File: src/sv/pctf_pkg.sv
package pctf_pkg;

  // Geometry of the canvas store
  localparam int SIDE_BITS   = 6;
  localparam int MAX_SIDE    = 1 << SIDE_BITS;
  localparam int DIM_BITS    = SIDE_BITS + 1;
  localparam int ADDR_BITS   = 2 * SIDE_BITS;
  localparam int STORE_DEPTH = 1 << ADDR_BITS;
  localparam int SP_BITS     = ADDR_BITS + 1;
  localparam int PIX_BITS    = 8;

  localparam logic [PIX_BITS-1:0] RESET_COLOUR = 8'hC4;
  localparam logic [PIX_BITS-1:0] TRANSPARENT  = 8'h00;

  // Configuration register indexes
  localparam logic CFG_WIDTH  = 1'b0;
  localparam logic CFG_HEIGHT = 1'b1;

  typedef enum logic [2:0] {
    OP_PENCIL = 3'd0,
    OP_FILL   = 3'd1,
    OP_PICK   = 3'd2,
    OP_ERASE  = 3'd3,
    OP_SETCOL = 3'd4,
    OP_READ   = 3'd5
  } op_t;

  typedef enum logic [1:0] {
    ST_APPLIED = 2'd0,
    ST_OUTSIDE = 2'd1,
    ST_SKIPPED = 2'd2
  } status_t;

  typedef enum logic [2:0] {
    S_CLEAR,
    S_IDLE,
    S_EXEC,
    S_POP,
    S_LOAD,
    S_NRD,
    S_NCHK,
    S_FIN
  } state_t;

  // Input word fields, lowest bits last
  typedef struct packed {
    logic [PIX_BITS-1:0]  colour;
    logic [SIDE_BITS-1:0] y;
    logic [SIDE_BITS-1:0] x;
    logic [2:0]           op;
  } item_t;

  // Result word fields, lowest bits last
  typedef struct packed {
    logic [1:0]          status;
    logic [PIX_BITS-1:0] colour;
    logic [PIX_BITS-1:0] pix;
  } result_t;

  typedef struct packed {
    logic                 we;
    logic [ADDR_BITS-1:0] waddr;
    logic [PIX_BITS-1:0]  wdata;
    logic                 re;
    logic [ADDR_BITS-1:0] raddr;
  } canvas_req_t;

  typedef struct packed {
    logic                 we;
    logic [ADDR_BITS-1:0] waddr;
    logic [ADDR_BITS-1:0] wdata;
    logic                 re;
    logic [ADDR_BITS-1:0] raddr;
  } stack_req_t;

endpackage

File: src/sv/pctf_engine.sv
// Tool sequencer: clearing pass, single-pixel read-modify-write, stack-based fill
module pctf_engine (
  input  logic                            clk,
  input  logic                            rst,
  input  logic [pctf_pkg::DIM_BITS-1:0]   width,
  input  logic [pctf_pkg::DIM_BITS-1:0]   height,
  input  logic                            in_valid,
  input  pctf_pkg::item_t                 item,
  output logic                            in_ready,
  input  logic                            out_free,
  output logic                            res_load,
  output pctf_pkg::result_t               res,
  output pctf_pkg::canvas_req_t           canvas,
  input  logic [pctf_pkg::PIX_BITS-1:0]   canvas_rdata,
  output pctf_pkg::stack_req_t            stack,
  input  logic [pctf_pkg::ADDR_BITS-1:0]  stack_rdata
);

  pctf_pkg::state_t state, state_next;

  logic [pctf_pkg::ADDR_BITS-1:0] clr_cnt;
  logic [pctf_pkg::PIX_BITS-1:0]  cur, cur_next;
  logic [pctf_pkg::SP_BITS-1:0]   sp, sp_next;
  logic [pctf_pkg::SP_BITS-1:0]   sp_dec;

  // latched item
  logic [2:0]                     op;
  logic [pctf_pkg::SIDE_BITS-1:0] px, py;
  logic [pctf_pkg::PIX_BITS-1:0]  cval;

  // fill walk
  logic [pctf_pkg::PIX_BITS-1:0]  from, from_next;
  logic [pctf_pkg::SIDE_BITS-1:0] cx, cy, nx, ny, nx_next, ny_next;
  logic [1:0]                     nb, nb_next;
  logic [pctf_pkg::SIDE_BITS-1:0] nbx, nby;
  logic                           nb_ok;

  logic [pctf_pkg::PIX_BITS-1:0]  res_pix, res_pix_next;
  logic [1:0]                     res_status, res_status_next;
  logic                           in_range;

  assign in_range = ({1'b0, px} < width) && ({1'b0, py} < height);
  assign sp_dec   = sp - pctf_pkg::SP_BITS'(1);

  // neighbor of the popped pixel, in range check
  always_comb begin
    nbx   = cx;
    nby   = cy;
    nb_ok = 1'b0;
    case (nb)
      2'd0: begin
        nbx   = cx + pctf_pkg::SIDE_BITS'(1);
        nb_ok = ({1'b0, cx} + pctf_pkg::DIM_BITS'(1)) < width;
      end
      2'd1: begin
        nbx   = cx - pctf_pkg::SIDE_BITS'(1);
        nb_ok = (cx != '0);
      end
      2'd2: begin
        nby   = cy + pctf_pkg::SIDE_BITS'(1);
        nb_ok = ({1'b0, cy} + pctf_pkg::DIM_BITS'(1)) < height;
      end
      default: begin
        nby   = cy - pctf_pkg::SIDE_BITS'(1);
        nb_ok = (cy != '0);
      end
    endcase
  end

  always_ff @(posedge clk) begin
    if (rst) begin
      state   <= pctf_pkg::S_CLEAR;
      clr_cnt <= '0;
      cur     <= pctf_pkg::RESET_COLOUR;
      sp      <= '0;
    end else begin
      state <= state_next;
      cur   <= cur_next;
      sp    <= sp_next;
      if (state == pctf_pkg::S_CLEAR) begin
        clr_cnt <= clr_cnt + pctf_pkg::ADDR_BITS'(1);
      end
    end
  end

  // payload registers
  always_ff @(posedge clk) begin
    if (in_valid && in_ready) begin
      op   <= item.op;
      px   <= item.x;
      py   <= item.y;
      cval <= item.colour;
    end
    if (state == pctf_pkg::S_LOAD) begin
      cx <= stack_rdata[pctf_pkg::SIDE_BITS-1:0];
      cy <= stack_rdata[pctf_pkg::ADDR_BITS-1:pctf_pkg::SIDE_BITS];
    end
    from       <= from_next;
    nx         <= nx_next;
    ny         <= ny_next;
    nb         <= nb_next;
    res_pix    <= res_pix_next;
    res_status <= res_status_next;
  end

  // next state and memory requests
  always_comb begin
    state_next      = state;
    cur_next        = cur;
    sp_next         = sp;
    from_next       = from;
    nx_next         = nx;
    ny_next         = ny;
    nb_next         = nb;
    res_pix_next    = res_pix;
    res_status_next = res_status;
    canvas          = '0;
    stack           = '0;
    in_ready        = 1'b0;
    res_load        = 1'b0;
    res.pix         = res_pix;
    res.status      = res_status;

    unique case (state)
      pctf_pkg::S_CLEAR: begin
        canvas.we    = 1'b1;
        canvas.waddr = clr_cnt;
        canvas.wdata = pctf_pkg::TRANSPARENT;
        if (clr_cnt == '1) begin
          state_next = pctf_pkg::S_IDLE;
        end
      end

      pctf_pkg::S_IDLE: begin
        in_ready     = 1'b1;
        canvas.re    = in_valid;
        canvas.raddr = {item.y, item.x};
        if (in_valid) begin
          state_next = pctf_pkg::S_EXEC;
        end
      end

      pctf_pkg::S_EXEC: begin
        if (op == pctf_pkg::OP_SETCOL) begin
          cur_next = cval;
        end
        res_status_next = pctf_pkg::ST_APPLIED;
        res_pix_next    = canvas_rdata;
        state_next      = pctf_pkg::S_FIN;
        canvas.waddr    = {py, px};
        if (!in_range) begin
          res_status_next = pctf_pkg::ST_OUTSIDE;
          res_pix_next    = pctf_pkg::TRANSPARENT;
        end else begin
          case (op)
            pctf_pkg::OP_PENCIL: begin
              canvas.we    = 1'b1;
              canvas.wdata = cur;
              res_pix_next = cur;
            end
            pctf_pkg::OP_ERASE: begin
              canvas.we    = 1'b1;
              canvas.wdata = pctf_pkg::TRANSPARENT;
              res_pix_next = pctf_pkg::TRANSPARENT;
            end
            pctf_pkg::OP_PICK: begin
              cur_next = canvas_rdata;
            end
            pctf_pkg::OP_FILL: begin
              if (canvas_rdata == cur) begin
                res_status_next = pctf_pkg::ST_SKIPPED;
              end else begin
                // recolor the seed and push it
                from_next    = canvas_rdata;
                canvas.we    = 1'b1;
                canvas.wdata = cur;
                stack.we     = 1'b1;
                stack.waddr  = '0;
                stack.wdata  = {py, px};
                sp_next      = pctf_pkg::SP_BITS'(1);
                res_pix_next = cur;
                state_next   = pctf_pkg::S_POP;
              end
            end
            default: ;
          endcase
        end
        res.pix    = res_pix_next;
        res.status = res_status_next;
        if (state_next == pctf_pkg::S_FIN && out_free) begin
          res_load   = 1'b1;
          state_next = pctf_pkg::S_IDLE;
        end
      end

      pctf_pkg::S_POP: begin
        if (sp == '0) begin
          state_next = pctf_pkg::S_FIN;
        end else begin
          stack.re    = 1'b1;
          stack.raddr = sp_dec[pctf_pkg::ADDR_BITS-1:0];
          sp_next     = sp_dec;
          state_next  = pctf_pkg::S_LOAD;
        end
      end

      pctf_pkg::S_LOAD: begin
        nb_next    = 2'd0;
        state_next = pctf_pkg::S_NRD;
      end

      pctf_pkg::S_NRD: begin
        if (nb_ok) begin
          canvas.re    = 1'b1;
          canvas.raddr = {nby, nbx};
          nx_next      = nbx;
          ny_next      = nby;
          state_next   = pctf_pkg::S_NCHK;
        end else if (nb == 2'd3) begin
          state_next = pctf_pkg::S_POP;
        end else begin
          nb_next = nb + 2'd1;
        end
      end

      pctf_pkg::S_NCHK: begin
        // matching neighbor: recolor and push
        if (canvas_rdata == from) begin
          canvas.we    = 1'b1;
          canvas.waddr = {ny, nx};
          canvas.wdata = cur;
          stack.we     = 1'b1;
          stack.waddr  = sp[pctf_pkg::ADDR_BITS-1:0];
          stack.wdata  = {ny, nx};
          sp_next      = sp + pctf_pkg::SP_BITS'(1);
        end
        if (nb == 2'd3) begin
          state_next = pctf_pkg::S_POP;
        end else begin
          nb_next    = nb + 2'd1;
          state_next = pctf_pkg::S_NRD;
        end
      end

      pctf_pkg::S_FIN: begin
        if (out_free) begin
          res_load   = 1'b1;
          state_next = pctf_pkg::S_IDLE;
        end
      end

      default: state_next = pctf_pkg::S_IDLE;
    endcase

    res.colour = cur_next;
  end

endmodule

File: config.mk
export PLATFORM = sky130hd
export DESIGN_NAME = pctf_engine
export DESIGN_NICKNAME = d
export VERILOG_FILES = /design/src/sv/pctf_pkg.sv /design/src/sv/pctf_engine.sv
export SDC_FILE = /design/constraint.sdc
export NUM_CORES = 1
export LEC_CHECK = 0
export ABC_AREA = 1
export BUFFER_PORTS_ARGS = -buffer_cell sky130_fd_sc_hd__buf_2
export CORE_ASPECT_RATIO = 1.5
export CORE_MARGIN = 3
export CORE_UTILIZATION = 50
export CTS_CLUSTER_DIAMETER = 40
export DETAILED_ROUTE_END_ITERATION = 12
export PLACE_DENSITY = 0.78
export SYNTH_ARGS = -nofsm -noshare
export SYNTH_HDL_FRONTEND = slang
export SYNTH_SLANG_ARGS = --single-unit
File: constraint.sdc
create_clock -name clk -period 7.3 [get_ports clk]
set_input_delay 1.46 -clock clk [delete_from_list [all_inputs] [get_ports clk]]
set_output_delay 1.46 -clock clk [all_outputs]
set_load 0.01 [all_outputs]
==> reports/summary.txt, run 1 <==
Status -> finished, final reports clean
Max Cap Viol -> 0
Rel. slew slack -> 23.0%
Synthesized net count -> 1068
Reg power frac -> 41.6%
Library cells used by synthesis -> 43
Min Tclk post-route -> 5130 ps
Yosys reg bits -> 103
Gate power share -> 27.8%
Seq. cell area -> 2630 µm²
CP max FO -> 14
Port Buffers -> 152
Largest net degree at the start of global routing -> 26
Die Ht -> 151 µm
Net load switching power -> 0.590 mW
Endpoint class of the critical path -> output port
Area delta synth->final -> 16.6%
Fmax -> 0.195 GHz
Post-DR wirelength/cell -> 15.5 µm
Kind of critical path -> in -> out
Worst EP arrival -> 3670 ps
Synth top area cells -> edfxtp_1 24%, dfxtp_1 13%, nand2_1 13%
Layout cell share with drive strength beyond 1 -> 18.6%
Hold-fix buffers, CTS -> 0
CTS clk-pin slew, worst paths -> 70 ps
Clock power share -> 30.6%
Post-synth top area share -> 24.4%
Pwr Density -> 217 nW/µm²
DR iter-0 viols -> 420
CP max stage cell -> nor2_2
First-pass GRT wire length -> 31300 µm
Post_cts resized -> 0
Num rows -> 52
Inserted Clock Buffers -> 9
Grt total ovfl -> 0
Worst-path cell chain -> buf_2 -> inv_1 -> ha_1 -> nand2_1 -> inv_1 -> a21oi_1 -> nand3_1 -> nand3_1 -> nand2_1 -> nor2_2 -> buf_4 -> a22o_1 -> buf_2
Worst VDD drop -> 0.000145 V
Setup TNS -> 0 ps
Synth area leader -> edfxtp_1
Sequential fraction of the synthesis area -> 37.5%
Chip width -> 103 µm
Starting Density -> 51.6%
Residual DRC count -> 0
Switching share of power -> 33.3%
Pleak -> 4.02 nW
CTS tree -> done
Clk_lat worst skew -> 360 ps
Required @ worst endpoint -> 5840 ps
Initial antenna violation count -> 0
Mapped Area -> 7010 µm²
Most frequent cells in the layout -> 237 x nand2_1, 152 x buf_2, 121 x nor2_1
Actual slew at the worst max-slew pin -> 1150 ps
CTS H-tree depth -> 3
Num Clock Sinks -> 103
Average footprint of a synthesized cell -> 7.24 µm²
Placed cell count -> 1259
Post-Route WL -> 19800 µm
Post-layout util -> 60.1%
Vias/cell -> 5.52
Most common cell after layout, fill and taps aside -> nand2_1
Internal cell power -> 1.18 mW
Iteration count of the initial detailed-routing pass -> 5
Area occupied by multi-input gates -> 3730 µm²
All-Layer GR Usage -> 25.9%
Hold Fails Final Rpt -> 0
Final period util -> 70.3%
Clock Skews -> 6.39 ps
RSZ-0062 raised after global routing -> no
Max Root-Sink Buffers -> 2
# nets final -> 1208
IO Pins -> 153
CP startpoint kind -> primary input
Total Die Area -> 15500 µm²
CP peak stage delay -> 490 ps
Postcts setup bufs -> 0
Dpl hpwl -> 15400 µm
Vias in the first global route -> 6651
Final Max Slew Viols -> 0
# fillers -> 1269
Core box area -> 13600 µm²
Gpl congestion -> 0.919
Vias after detailed routing -> 7040
Cells after synthesis -> 968
Root buffer cell -> clkbuf_16
Synth warn -> 0
Non-filler cells, final -> 1276
Final setup fails -> 0
Min-Delay Path Class -> reg -> reg
ANT nets after route -> 0
==> cell type report <==
| type | count | share of cell area, % |
|---|---|---|
| repair buffers | 154 | 9.49 |
| flip-flops and latches | 103 | 32.2 |
| multi-input cells | 707 | 45.6 |
| clock buffers | 12 | 3.14 |
| clock inverters | 4 | 0.918 |
| diodes | 1 | 0.0306 |
| well taps | 162 | 2.48 |
| inverters | 133 | 6.11 |
==> synth_stat cells, drive strengths merged <==
master	instances
xor2	15
nor2	137
o221ai	3
a22o	9
nand4	14
edfxtp	57
o211ai	18
a21oi	42
buf	14
a21o	1
nor3b	1
nor3	11
o21ai	51
nand2	245
and3	1
xnor2	12
clkinv	4
ha	37
dfxtp	46
a21boi	1
a31oi	1
nand3	95
o31ai	3
clkbuf	11
fa	2
a32o	1
inv	129
o21a	1
o22ai	5
a22oi	1
==> worst max-delay path: cells and delay by family <==
family / cells / cell delay, ps
simple gates: 5 / 930
buf+inv: 5 / 640
compound gates: 2 / 330
fa+ha+maj: 1 / 300
==> power by group through the flow <==
stage	Combinational, mW	Clock, mW	Sequential [mW]
2_1_floorplan	0.338	0	0.730
3_5_place_dp	0.487	0	0.747
5_1_grt	0.554	0.568	0.743
3_3_place_gp	0.478	0	0.747
4_1_cts	0.492	0.542	0.736
6_report	0.492	0.543	0.737
==> per-stage QoR <==
| step | total power, mW | hold WS, ps | area (µm²) | setup WS (ps) |
|---|---|---|---|---|
| detailed placement | 1.23 | 451 | 7840 | 2220 |
| finish | 1.77 | 462 | 8170 | 2170 |
| global route | 1.87 | 494 | 8170 | 2030 |
| CTS | 1.77 | 471 | 8170 | 2210 |
| floorplan | 1.07 | 444 | 7010 | 2930 |
| global placement | 1.22 | 433 | 7840 | 2290 |
==> registers in the layout, summed over array words and instances (netlist names), 8 cells and up <==
signal and cells:
clr_cnt 12, cval 8, cur 8, from 8
sp 13, res_pix 8
==> layer usage <==
metal  GRT usage (%)  share of wire [%]  routed length, µm  vias to the layer above
li1                -                  -                  -                     3474
met5               0                  0                  0                        -
met2            47.0                 53              10500                      282
met3            3.73                6.6               1320                       44
met4            11.6                3.2                637                        0
met1            29.5                 37               7340                     3240
==> path summary, 6_finish.rpt <==
path	endpoint	slack, ps	startpoint	cells after the start
max	canvas[3]	2170	height[6]	13
min	res_status[0]	460	res_status[0]	2
min reg2reg	res_status[0]	460	res_status[0]	2
max reg2reg	nx[2]	4150	cx[0]	11
==> cells by family (layout without fill, tap and decap cells) <==
| kind of cell | count (synthesis) | in the layout | share of synthesized area (%) |
|---|---|---|---|
| AOI/OAI and AO/OA | 137 | 137 | 11.7 |
| buffers and inverters | 158 | 303 | 9.30 |
| and+or+nand+nor | 504 | 504 | 30.9 |
| other | 0 | 1 | 0 |
| xor gates and xnor gates | 27 | 27 | 3.37 |
| DFF | 103 | 103 | 37.5 |
| adders and majority gates | 39 | 39 | 7.17 |
No activity file was read; power rests on OpenSTA's default activity.
==> run 2, diff against run 1 <==
--- a/config.mk
+++ b/config.mk
@@ -5,14 +5,14 @@
 export SDC_FILE = /design/constraint.sdc
 export NUM_CORES = 1
 export LEC_CHECK = 0
-export ABC_AREA = 1
+export ABC_AREA = 0
 export BUFFER_PORTS_ARGS = -buffer_cell sky130_fd_sc_hd__buf_2
 export CORE_ASPECT_RATIO = 1.5
 export CORE_MARGIN = 3
 export CORE_UTILIZATION = 50
 export CTS_CLUSTER_DIAMETER = 40
 export DETAILED_ROUTE_END_ITERATION = 12
-export PLACE_DENSITY = 0.78
+export PLACE_DENSITY = 0.82
 export SYNTH_ARGS = -nofsm -noshare
 export SYNTH_HDL_FRONTEND = slang
 export SYNTH_SLANG_ARGS = --single-unit
==> constraint.sdc (replaced) <==
create_clock -name clk -period 4.4 [get_ports clk]
set_input_delay 0.88 -clock clk [delete_from_list [all_inputs] [get_ports clk]]
set_output_delay 0.88 -clock clk [all_outputs]
set_load 0.01 [all_outputs]
==> reports/summary.txt, run 2 <==
ANT nets after route -> 0
Starting Density -> 51.7%
Largest register by flop count -> sp
Endpoint class of the critical path -> output port
Register-to-Register Path Depth -> 8
Sequential fraction of the synthesis area -> 38.5%
Pwr Total -> 3.73 mW
Worst VDD drop -> 0.000297 V
Synth Area in XOR/XNOR -> 6.28%
CP max FO -> 21
Vias in the first global route -> 6212
Synth area leader -> edfxtp_1
Required @ worst endpoint -> 3520 ps
CP startpoint kind -> register
Status -> finished, final reports clean
Chip width -> 101 µm
Kind of critical path -> reg -> out
Post-Synth Adder-Cell Area -> 7.36%
Cells after synthesis -> 726
CTS H-tree depth -> 3
Total Die Area -> 15100 µm²
Worst EP arrival -> 3250 ps
DR iter-0 viols -> 373
Compound-Gate Fraction of Synth Area -> 20.0%
Grt total ovfl -> 0
RSZ-0062 raised after global routing -> no
Most common cell after layout, fill and taps aside -> buf_2
Setup ws final -> 269 ps
Residual DRC count -> 0
Iteration count of the initial detailed-routing pass -> 7
CTS clk-pin slew, worst paths -> 70 ps
CTS tree -> done
Min Tclk post-route -> 4130 ps
Async S/R FF share, synth -> 0%
Hold depth -> 2
Post-synth top cells -> 57 x edfxtp_1, 51 x nor2_1, 46 x dfxtp_1
Met3 Routed Length -> 1370 µm
Most frequent cell after synthesis -> edfxtp_1
Hold Fails Final Rpt -> 0
Final period util -> 93.9%
Postcts setup bufs -> 0
Ys flop type -> edfxtp_1
Yosys reg bits -> 103
IO Pins -> 153
N_diodes -> 0
Root buffer cell -> clkbuf_16
Port Buffers -> 152
Rel. slew slack -> 25.7%
Num Clock Sinks -> 103
Vias/cell -> 6.21
Average footprint of a synthesized cell -> 9.42 µm²
Number of synthesized flops with an enable pin -> 57
Placed Area -> 7760 µm²
M1 WL -> 7250 µm
Initial antenna violation count -> 0
# fillers -> 1127
Simple-Gate Fraction of Synth Area -> 19.3%
Gpl congestion -> 0.899
Final Max Slew Viols -> 0
Hold-fix buffers, CTS -> 0
Synth top area cells -> edfxtp_1 25%, dfxtp_1 13%, ha_1 6.8%
Die Ht -> 149 µm
Mapped Area -> 6840 µm²
Layout cell share with drive strength beyond 1 -> 24.9%
Core box area -> 13200 µm²
Area delta synth->final -> 18.4%
Number of flip-flops in the largest register -> 13
# nets final -> 959
Library cells used by synthesis -> 76
Vias after detailed routing -> 6348
Min-Delay Path Class -> reg -> reg
Seq. cell area -> 2630 µm²
Most frequent cells in the layout -> 152 x buf_2, 57 x edfxtp_1, 51 x nor2_1
Setup WS pre-CTS -> 401 ps
Area occupied by multi-input gates -> 3870 µm²
Fmax -> 0.242 GHz
Clk_lat worst skew -> 350 ps
Clock Skews -> 12.4 ps
Post-synth top area share -> 25.0%
First-pass GRT wire length -> 30900 µm
Setup TNS -> 0 ps
Met2 wire len -> 10200 µm
Num rows -> 51
Pwr Density -> 460 nW/µm²
Inserted Clock Buffers -> 9
Top Layer Used -> met4
Regs by FF count -> sp x13, clr_cnt x12
Post-DR wirelength/cell -> 18.8 µm
Combinational family with the most area after synthesis -> compound AO/OA/AOI/OAI gates
Synth warn -> 0
Max Cap Viol -> 0
Final setup fails -> 0
Dpl hpwl -> 14400 µm
Actual slew at the worst max-slew pin -> 1110 ps
Max Root-Sink Buffers -> 2
Synthesized net count -> 826
Design area -> 8100 µm²
Pleak -> 3.52 nW
Post-synthesis mux area share -> 3.46%
Largest net degree at the start of global routing -> 37
Post-Route WL -> 19300 µm
Post_cts resized -> 0
All-Layer GR Usage -> 25.6%
## run 2: worst max-delay path, cell delays in order, from the launching register on
cell and delay [ps]:
edfxtp_1 540, ha_1 260, nand3_1 110, xnor2_1 150, ha_1 300, and4_1 170
o21ai_0 80, o211ai_1 290, nand3_1 170, and3b_1 300, buf_12 190, a22o_1 180
buf_2 140
## run 2: cells by family after synthesis
kind of cell    after synthesis
fa+ha+maj                    39
simple gates                241
compound gates              185
mux                          22
xor+xnor                     49
flops                       103
buf+inv                      87
## run 2: area by class of cell
cell class	count	share of cell area, %
flip-flops and latches	103	32.5
clock inverters	4	0.958
multi-input cells	536	47.9
clock buffers	12	3.17
well taps	159	2.46
repair buffers	170	11.2
inverters	39	1.81
## run 2: layer usage
layer / global-route usage, % / vias to the layer above
li1: - / 3017
met1: 30.3 / 2989
met2: 45.7 / 298
met3: 3.70 / 44
met4: 10.0 / 0
met5: 0 / -
## run 2: power by group
group | internal, mW | leakage [nW] | switching (mW)
registers | 1.18 | 0.889 | 0.184
logic | 0.620 | 2.47 | 0.858
clock network | 0.533 | 0.163 | 0.351
## run 2: path summary, 6_finish.rpt
check                                    from  slack, ps            end
worst min-delay path            res_status[1]        470  res_status[1]
worst max register to register          sp[0]       1230          sp[4]
worst min register to register  res_status[1]        470  res_status[1]
worst max-delay path                    cx[0]        270      canvas[1]
## run 2: stage by stage
stage / cells / hold WS [ps] / util (%)
floorplan: 726 / 484 / -
global placement: 1007 / 444 / 58.8
CTS: 1023 / 471 / 61.3
detailed placement: 1007 / 449 / 58.8
global route: 1023 / 495 / 61.3
finish: 1023 / 469 / 61.3
